--- src/design/spf_pkg.sv ---
// Shared types, constants and the CRC-16 byte update for the servo packet framer.
package spf_pkg;

   // Largest number of parameter bytes in one packet.
   localparam int unsigned MAX_PARAMS = 64;

   // Field widths.
   localparam int unsigned BYTE_W  = 8;
   localparam int unsigned COUNT_W = 7;
   localparam int unsigned CRC_W   = 16;
   localparam int unsigned LEN_W   = 16;
   localparam int unsigned STEP_W  = 4;
   localparam int unsigned INDEX_W = 2;

   // Register indexes of the configuration port.
   localparam logic [INDEX_W-1:0] REG_SERVO_ID    = 2'd0;
   localparam logic [INDEX_W-1:0] REG_INSTRUCTION = 2'd1;
   localparam logic [INDEX_W-1:0] REG_PARAM_COUNT = 2'd2;

   // Register reset values.
   localparam logic [BYTE_W-1:0]  SERVO_ID_RESET    = 8'd1;
   localparam logic [BYTE_W-1:0]  INSTRUCTION_RESET = 8'd3;
   localparam logic [COUNT_W-1:0] PARAM_COUNT_RESET = 7'd3;

   // Clamp bound for the parameter count, in the count's width.
   localparam logic [COUNT_W-1:0] MAX_COUNT = COUNT_W'(MAX_PARAMS);

   // Packet constants.
   localparam logic [BYTE_W-1:0] HDR_SYNC     = 8'hFF;
   localparam logic [BYTE_W-1:0] HDR_MARK     = 8'hFD;
   localparam logic [BYTE_W-1:0] HDR_RESERVED = 8'h00;
   localparam logic [LEN_W-1:0]  LEN_EXTRA    = 16'd3;
   localparam logic [CRC_W-1:0]  CRC_POLY     = 16'h8005;
   localparam logic [CRC_W-1:0]  CRC_INIT     = 16'h0000;

   // Byte positions within the bytes caused by one parameter.
   typedef logic [STEP_W-1:0] step_type;
   localparam step_type STEP_SYNC0    = 4'd0;
   localparam step_type STEP_SYNC1    = 4'd1;
   localparam step_type STEP_MARK     = 4'd2;
   localparam step_type STEP_RESERVED = 4'd3;
   localparam step_type STEP_ID       = 4'd4;
   localparam step_type STEP_LEN_LO   = 4'd5;
   localparam step_type STEP_LEN_HI   = 4'd6;
   localparam step_type STEP_INSTR    = 4'd7;
   localparam step_type STEP_PARAM    = 4'd8;
   localparam step_type STEP_CRC_LO   = 4'd9;
   localparam step_type STEP_CRC_HI   = 4'd10;

   // Live configuration handed from the register file to the framer.
   typedef struct packed {
      logic [BYTE_W-1:0]  servo_id;
      logic [BYTE_W-1:0]  instruction;
      logic [COUNT_W-1:0] count;
   } cfg_type;

   // One byte of CRC-16, MSB first, no reflection.
   function automatic logic [CRC_W-1:0] crc_byte(input logic [CRC_W-1:0] crc,
                                                 input logic [BYTE_W-1:0] data);
      logic [CRC_W-1:0] acc;
      acc = crc ^ {data, 8'h00};
      for (int k = 0; k < 8; k++) begin
         if (acc[CRC_W-1]) begin
            acc = {acc[CRC_W-2:0], 1'b0} ^ CRC_POLY;
         end else begin
            acc = {acc[CRC_W-2:0], 1'b0};
         end
      end
      return acc;
   endfunction

endpackage

--- src/design/spf_csr.sv ---
// Configuration registers of the servo packet framer and the effective count.
module spf_csr #(
   parameter int unsigned MAX_PARAMS = spf_pkg::MAX_PARAMS
) (
   input  logic                         clock,
   input  logic                         reset,
   input  logic                         csr_valid,
   output logic                         csr_ready,
   input  logic [spf_pkg::INDEX_W-1:0]  csr_index,
   input  logic [spf_pkg::BYTE_W-1:0]   csr_data,
   output spf_pkg::cfg_type             cfg
);
   import spf_pkg::*;

   // Clamp bound, limited to what the count register can hold.
   localparam int unsigned COUNT_CAP =
      (MAX_PARAMS < (1 << COUNT_W)) ? MAX_PARAMS : (1 << COUNT_W) - 1;
   localparam logic [COUNT_W-1:0] COUNT_LIMIT = COUNT_W'(COUNT_CAP);

   logic [BYTE_W-1:0]  servo_id_ff;
   logic [BYTE_W-1:0]  instruction_ff;
   logic [COUNT_W-1:0] param_count_ff;
   logic [COUNT_W-1:0] count_clamped;

   // Writes are taken at once whenever the block is out of reset.
   assign csr_ready = !reset;

   // Register writes; unknown indexes are dropped.
   always_ff @(posedge clock) begin
      if (reset) begin
         servo_id_ff    <= SERVO_ID_RESET;
         instruction_ff <= INSTRUCTION_RESET;
         param_count_ff <= PARAM_COUNT_RESET;
      end else if (csr_valid) begin
         case (csr_index)
            REG_SERVO_ID:    servo_id_ff    <= csr_data;
            REG_INSTRUCTION: instruction_ff <= csr_data;
            REG_PARAM_COUNT: param_count_ff <= csr_data[COUNT_W-1:0];
            default: ;
         endcase
      end
   end

   // Saturate the count into one through the packet limit.
   always_comb begin
      count_clamped = param_count_ff;
      if (param_count_ff == '0) begin
         count_clamped = COUNT_W'(1);
      end else if (param_count_ff > COUNT_LIMIT) begin
         count_clamped = COUNT_LIMIT;
      end
   end

   assign cfg.servo_id    = servo_id_ff;
   assign cfg.instruction = instruction_ff;
   assign cfg.count       = count_clamped;

endmodule

--- src/design/spf_framer.sv ---
// Packet sequencer: holds one parameter, emits its bytes and keeps the running CRC.
module spf_framer (
   input  logic                        clock,
   input  logic                        reset,
   input  spf_pkg::cfg_type            cfg,
   input  logic                        req_tvalid,
   output logic                        req_tready,
   input  logic [spf_pkg::BYTE_W-1:0]  req_tdata,
   output logic                        rsp_tvalid,
   input  logic                        rsp_tready,
   output logic [spf_pkg::BYTE_W-1:0]  rsp_tdata,
   output logic                        rsp_tlast
);
   import spf_pkg::*;

   // Control state.
   logic               busy_ff, busy_in;
   step_type           step_ff, step_in;
   logic [COUNT_W-1:0] index_ff, index_in;
   logic               out_valid_ff, out_valid_in;
   logic [CRC_W-1:0]   crc_ff, crc_in;

   // Held item and its output byte.
   logic [BYTE_W-1:0]  param_ff;
   logic               last_ff;
   logic [LEN_W-1:0]   len_ff;
   logic [BYTE_W-1:0]  out_byte_ff;
   logic               out_end_ff;

   logic               accept;
   logic               load;
   logic               final_step;
   logic               first;
   logic [COUNT_W-1:0] index_next;
   logic               item_last;
   logic [BYTE_W-1:0]  cur_byte;
   logic               cur_end;

   // Handshake: a byte moves into the output register when it is empty or drained.
   assign load       = busy_ff && (!out_valid_ff || rsp_tready);
   assign final_step = (step_ff == (last_ff ? STEP_CRC_HI : STEP_PARAM));
   assign req_tready = !reset && (!busy_ff || (load && final_step));
   assign accept     = req_tvalid && req_tready;

   // Packet position of the incoming parameter.
   assign first      = (index_ff == '0);
   assign index_next = index_ff + COUNT_W'(1);
   assign item_last  = (index_next >= cfg.count);

   // Byte for the current step.
   always_comb begin
      cur_end = 1'b0;
      case (step_ff)
         STEP_SYNC0:    cur_byte = HDR_SYNC;
         STEP_SYNC1:    cur_byte = HDR_SYNC;
         STEP_MARK:     cur_byte = HDR_MARK;
         STEP_RESERVED: cur_byte = HDR_RESERVED;
         STEP_ID:       cur_byte = cfg.servo_id;
         STEP_LEN_LO:   cur_byte = len_ff[7:0];
         STEP_LEN_HI:   cur_byte = len_ff[15:8];
         STEP_INSTR:    cur_byte = cfg.instruction;
         STEP_PARAM:    cur_byte = param_ff;
         STEP_CRC_LO:   cur_byte = crc_ff[7:0];
         STEP_CRC_HI: begin
            cur_byte = crc_ff[15:8];
            cur_end  = 1'b1;
         end
         default:       cur_byte = HDR_RESERVED;
      endcase
   end

   // Next control state.
   always_comb begin
      busy_in      = busy_ff;
      step_in      = step_ff;
      index_in     = index_ff;
      crc_in       = crc_ff;
      out_valid_in = out_valid_ff;

      if (rsp_tready) begin
         out_valid_in = 1'b0;
      end
      if (load) begin
         out_valid_in = 1'b1;
         // Data bytes feed the CRC; the header restarts it.
         if (step_ff <= STEP_PARAM) begin
            crc_in = crc_byte((step_ff == STEP_SYNC0) ? CRC_INIT : crc_ff, cur_byte);
         end
         if (final_step) begin
            busy_in = 1'b0;
         end else begin
            step_in = step_ff + STEP_W'(1);
         end
      end
      if (accept) begin
         busy_in  = 1'b1;
         step_in  = first ? STEP_SYNC0 : STEP_PARAM;
         index_in = item_last ? '0 : index_next;
      end
   end

   always_ff @(posedge clock) begin
      if (reset) begin
         busy_ff      <= 1'b0;
         step_ff      <= STEP_SYNC0;
         index_ff     <= '0;
         crc_ff       <= CRC_INIT;
         out_valid_ff <= 1'b0;
      end else begin
         busy_ff      <= busy_in;
         step_ff      <= step_in;
         index_ff     <= index_in;
         crc_ff       <= crc_in;
         out_valid_ff <= out_valid_in;
      end
   end

   // Item and output payload registers.
   always_ff @(posedge clock) begin
      if (accept) begin
         param_ff <= req_tdata;
         last_ff  <= item_last;
         if (first) begin
            len_ff <= LEN_W'(cfg.count) + LEN_EXTRA;
         end
      end
      if (load) begin
         out_byte_ff <= cur_byte;
         out_end_ff  <= cur_end;
      end
   end

   assign rsp_tvalid = out_valid_ff;
   assign rsp_tdata  = out_byte_ff;
   assign rsp_tlast  = out_end_ff;

endmodule

--- src/design/servo_packet_framer_crc16_top.sv ---
// Servo packet framer top level: parameter bytes in, framed packet bytes with CRC-16 out.
//
// Usage:
//   req_*  carries one parameter byte per transaction. The first parameter of a
//          packet is preceded on the output by FF FF FD 00, the servo id, the
//          little-endian length (count + 3) and the instruction byte.
//   rsp_*  carries one packet byte per transaction; after the last parameter the
//          CRC-16 (poly 0x8005, init 0) follows low byte first, and rsp_tlast
//          marks its high byte.
//   csr_*  writes servo id (0), instruction (1) and parameter count (2). Write
//          only while no packet byte is pending. Other indexes are ignored.
// Timing: an item's first byte passes the sequencer state, then the output register.
//   While rsp_tready allows, the sequencer emits one byte per cycle; an item is 1, 3,
//   9 or 11 bytes (parameter only, plus CRC, plus header, or all three). The next item
//   is accepted in the cycle that the last byte enters the output register.
// Reset clears the packet position, the CRC and the output valid flag and loads
//   the register defaults (id 1, instruction 3, count 3).
// When rsp_tready is low the output byte holds and the sequencer waits.
module servo_packet_framer_crc16_top #(
   parameter int unsigned MAX_PARAMS = spf_pkg::MAX_PARAMS
) (
   input  logic                        clock,
   input  logic                        reset,
   // Configuration write channel.
   input  logic                        csr_valid,
   output logic                        csr_ready,
   input  logic [spf_pkg::INDEX_W-1:0] csr_index,
   input  logic [spf_pkg::BYTE_W-1:0]  csr_data,
   // Parameter byte stream.
   input  logic                        req_tvalid,
   output logic                        req_tready,
   input  logic [spf_pkg::BYTE_W-1:0]  req_tdata,   // [7:0] param_byte
   // Packet byte stream.
   output logic                        rsp_tvalid,
   input  logic                        rsp_tready,
   output logic [spf_pkg::BYTE_W-1:0]  rsp_tdata,   // [7:0] tx_byte
   output logic                        rsp_tlast    // packet_end
);
   import spf_pkg::*;

   cfg_type cfg;

   // Configuration registers.
   spf_csr #(
      .MAX_PARAMS (MAX_PARAMS)
   ) u_csr (
      .clock     (clock),
      .reset     (reset),
      .csr_valid (csr_valid),
      .csr_ready (csr_ready),
      .csr_index (csr_index),
      .csr_data  (csr_data),
      .cfg       (cfg)
   );

   // Byte sequencer and CRC.
   spf_framer u_framer (
      .clock      (clock),
      .reset      (reset),
      .cfg        (cfg),
      .req_tvalid (req_tvalid),
      .req_tready (req_tready),
      .req_tdata  (req_tdata),
      .rsp_tvalid (rsp_tvalid),
      .rsp_tready (rsp_tready),
      .rsp_tdata  (rsp_tdata),
      .rsp_tlast  (rsp_tlast)
   );

endmodule

--- config.mk ---
export PLATFORM = sky130hd
export DESIGN_NAME = servo_packet_framer_crc16_top
export DESIGN_NICKNAME = d
export VERILOG_FILES = /design/src/design/spf_pkg.sv /design/src/design/spf_csr.sv /design/src/design/spf_framer.sv /design/src/design/servo_packet_framer_crc16_top.sv
export SDC_FILE = /design/constraint.sdc
export NUM_CORES = 1
export LEC_CHECK = 0
export BUFFER_PORTS_ARGS = -buffer_cell sky130_fd_sc_hd__buf_2
export CAP_MARGIN = 20
export CELL_PAD_IN_SITES_DETAIL_PLACEMENT = 2
export CELL_PAD_IN_SITES_GLOBAL_PLACEMENT = 2
export CORE_MARGIN = 3
export CORE_UTILIZATION = 41
export CTS_CLUSTER_DIAMETER = 120
export CTS_CLUSTER_SIZE = 16
export DETAILED_ROUTE_END_ITERATION = 10
export GPL_TIMING_DRIVEN = 0
export PLACE_DENSITY = 0.87
export SKIP_LAST_GASP = 1
export SLEW_MARGIN = 20
export SYNTH_ARGS = -nofsm -noshare
export SYNTH_HDL_FRONTEND = slang
export SYNTH_SLANG_ARGS = --single-unit
--- constraint.sdc ---
create_clock -name clock -period 4.9 [get_ports clock]
set_input_delay 0.735 -clock clock [delete_from_list [all_inputs] [get_ports clock]]
set_output_delay 0.735 -clock clock [all_outputs]
set_load 0.02 [all_outputs]
==> results.ini <==
[critical_path]
cp.required_ps = 5150
critPathArrivalTime_ps = 3830
cp-start-kind = flip-flop
endpoint_kind = flip-flop
cp_max_fo = 10
path_class = reg2reg

[drt]
totalWireLength_um = 13200
ant_nets = 0
vias = 3301
drc = 0
wl_per_cell_um = 22.7
viasPerCell = 5.66
drt_iter0_markers = 193
first_pass_iters = 5

[cts]
h-tree-depth = 3
clockBufferDepth = 2
cts-root-buf = clkbuf_8
insertion_delay_ps = 380
cts_sinks = 78
cts_tree = yes
cts_resized = 0
cts_buffers = 9
cts_hold_buf = 0
clk_pin_slew_worst_paths_ps = 80
post_cts_buffers = 0

[power]
power_density_nw_per_um2 = 373
irDropWorstVdd_v = 0.000136
p_total_w = 0.00171
leakage_nw = 1.87

[synthesis]
netlist_area_um2 = 4030
synth_largest_area_cell = dfxtp_1
synthFlopType = dfxtp_1
synth_top_area_share = 0.259
synth_common_cells = dfxtp_1 (52), nand2_1 (52), nor2_1 (46)
synth.area.top_cells = dfxtp_1 (26%), edfxtp_1 (19%), mux2i_1 (6.5%)
synth_nets = 441
avgSynthCellArea_um2 = 9.96
syn_inst = 404
yosys_warnings = 0
seq_area_frac_synth = 0.453
synth-edff-count = 26
ys_seq_elements = 78
async_flop_share = 0
ys_types = 52

[sta]
hold_viol = 0
timing.final.crit_share = 0.730
setup_tns_ps = 0
worst_pin_slew_ps = 1020
max_slew_margin = 0.317
fin_crit_ps = 3580
setup_viol = 0
maxSlewViolCount = 0
skew_ps = 15.0
whs_ps = 487
rsz0062_at_grt = no
max_freq_ghz = 0.280

[place]
placedCellCount = 567
portBuffers = 34
dp_hpwl_um = 9150
gp_congestion = 0.825
post_dp_cell_area_um2 = 4360

[die]
rows = 35
fp.dieArea_um2 = 11000
start_util = 0.430
die_w_um = 105
fp.dieH_um = 105
core_um2 = 9370
pin_count = 35

[layout]
syn_to_final_growth_pct = 14.1
diodes = 0
drive_gt1_frac = 0.172
fin_nets = 486
layout.cells.non_filler = 583
final_area_um2 = 4590
final.fill_count = 1009

[global_route]
grt_max_degree = 19
grt-ovfl-total = 0
grt.busiest_layer = met2
track_usage = 0.252
antenna_found_initial = 0
grtUsageMet1 = 0.323
grt_pass1_wl_um = 21300
grt_pass1_vias = 3691
grt_util_met3 = 0.0506
grt.met2_usage = 0.424

[status]
status = complete, no violations

[flow_run]
cap_viol_max_count = 0

[hold_path]
hold_class = reg2reg

[layout by cell type (no fill, tap or decap), types with 4 or more instances in the layout]
cell type,instances
nand2_1,52
dfxtp_1,52
nor2_1,46
buf_2,37
mux2i_1,26
edfxtp_1,26
xnor2_1,18
a21oi_1,17
inv_1,15
xor2_1,14
ha_1,14
clkbuf_1,12
a222oi_1,10
nand3_1,9
clkbuf_8,9
o21ai_0,8
nand2b_1,6
mux2_2,6
a211oi_1,5
o2111ai_1,5
buf_6,4
a22oi_1,4
o22ai_2,4
a21o_1,4
[per-layer routing]
| metal | share of wire | vias up |
|---|---|---|
| met4 | 0.020 | 0 |
| li1 | - | 1513 |
| met1 | 0.44 | 1691 |
| met2 | 0.51 | 75 |
| met3 | 0.030 | 22 |
| met5 | 0 | - |
[registers in the layout, indices dropped and copies added, names as in the netlist]
signal and count:
u_framer.index_ff 7, u_csr.param_count_ff 7, u_framer.busy_ff 1, u_framer.last_ff 1
u_framer.len_ff 8, u_csr.instruction_ff 8, u_framer.rsp_tlast 1, u_framer.step_ff 4
u_framer.crc_ff 16, u_csr.servo_id_ff 8, u_framer.param_ff 8, u_framer.rsp_tdata 8
u_framer.rsp_tvalid 1
[layout make-up]
type                            count  area, um2  share of cell area
Timing Repair Buffer               34        170              0.0371
Clock inverter                      5       81.3              0.0177
Sequential cell                    78       1820               0.397
Buffer                             23        131              0.0286
Multi-Input combinational cell    286       2010               0.437
Inverter                           17       63.8              0.0139
Tap cell                          129        161              0.0352
Clock buffer                       11        153              0.0333
[cell families (layout without fill, tap and decap cells)]
family          count (synthesis)  in the layout  share of synthesized area
flops                          78             78                      0.453
compound gates                 71             71                      0.134
other cells                     1              1                   0.000932
buf+inv                        40             90                     0.0485
xor+xnor                       37             37                     0.0933
simple gates                  131            131                      0.145
fa+ha+maj                      14             14                     0.0435
mux                            32             32                     0.0814
[worst max-delay path, stage by stage, from the launching register on]
cell and delay, ps:
dfxtp_1 410, inv_1 130, ha_1 250, buf_6 150
buf_6 160, a222oi_1 620, o22ai_4 220, xnor2_2 180
xnor2_1 350, xnor3_2 470, xnor2_1 170, a311o_1 330
[metrics by stage]
stage	setup WS, ps	util
after floorplan	2040	-
after global placement	1610	0.465
after detailed placement	1460	0.465
after CTS	1360	0.490
after global routing	1080	0.490
final	1320	0.490
[report_power, final]
group | switching (W) | internal, W | total, W | leakage, nW
clock | 0.000262 | 0.000318 | 0.000581 | 0.115
combinational | 0.000228 | 0.000156 | 0.000384 | 1.09
sequential | 0.0000356 | 0.000712 | 0.000748 | 0.659
total | 0.000526 | 0.00119 | 0.00171 | 1.87
[final timing paths]
check / from / to / slack (ps) / cells after the start
worst min register to register: u_framer.index_ff[4] / u_framer.index_ff[4] / 490 / 2
worst min-delay path: u_framer.index_ff[4] / u_framer.index_ff[4] / 490 / 2
worst max-delay path: u_framer.step_ff[0] / u_framer.crc_ff[15] / 1320 / 11
worst max register to register: u_framer.step_ff[0] / u_framer.crc_ff[15] / 1320 / 11
No activity file was read; power rests on OpenSTA's default activity.
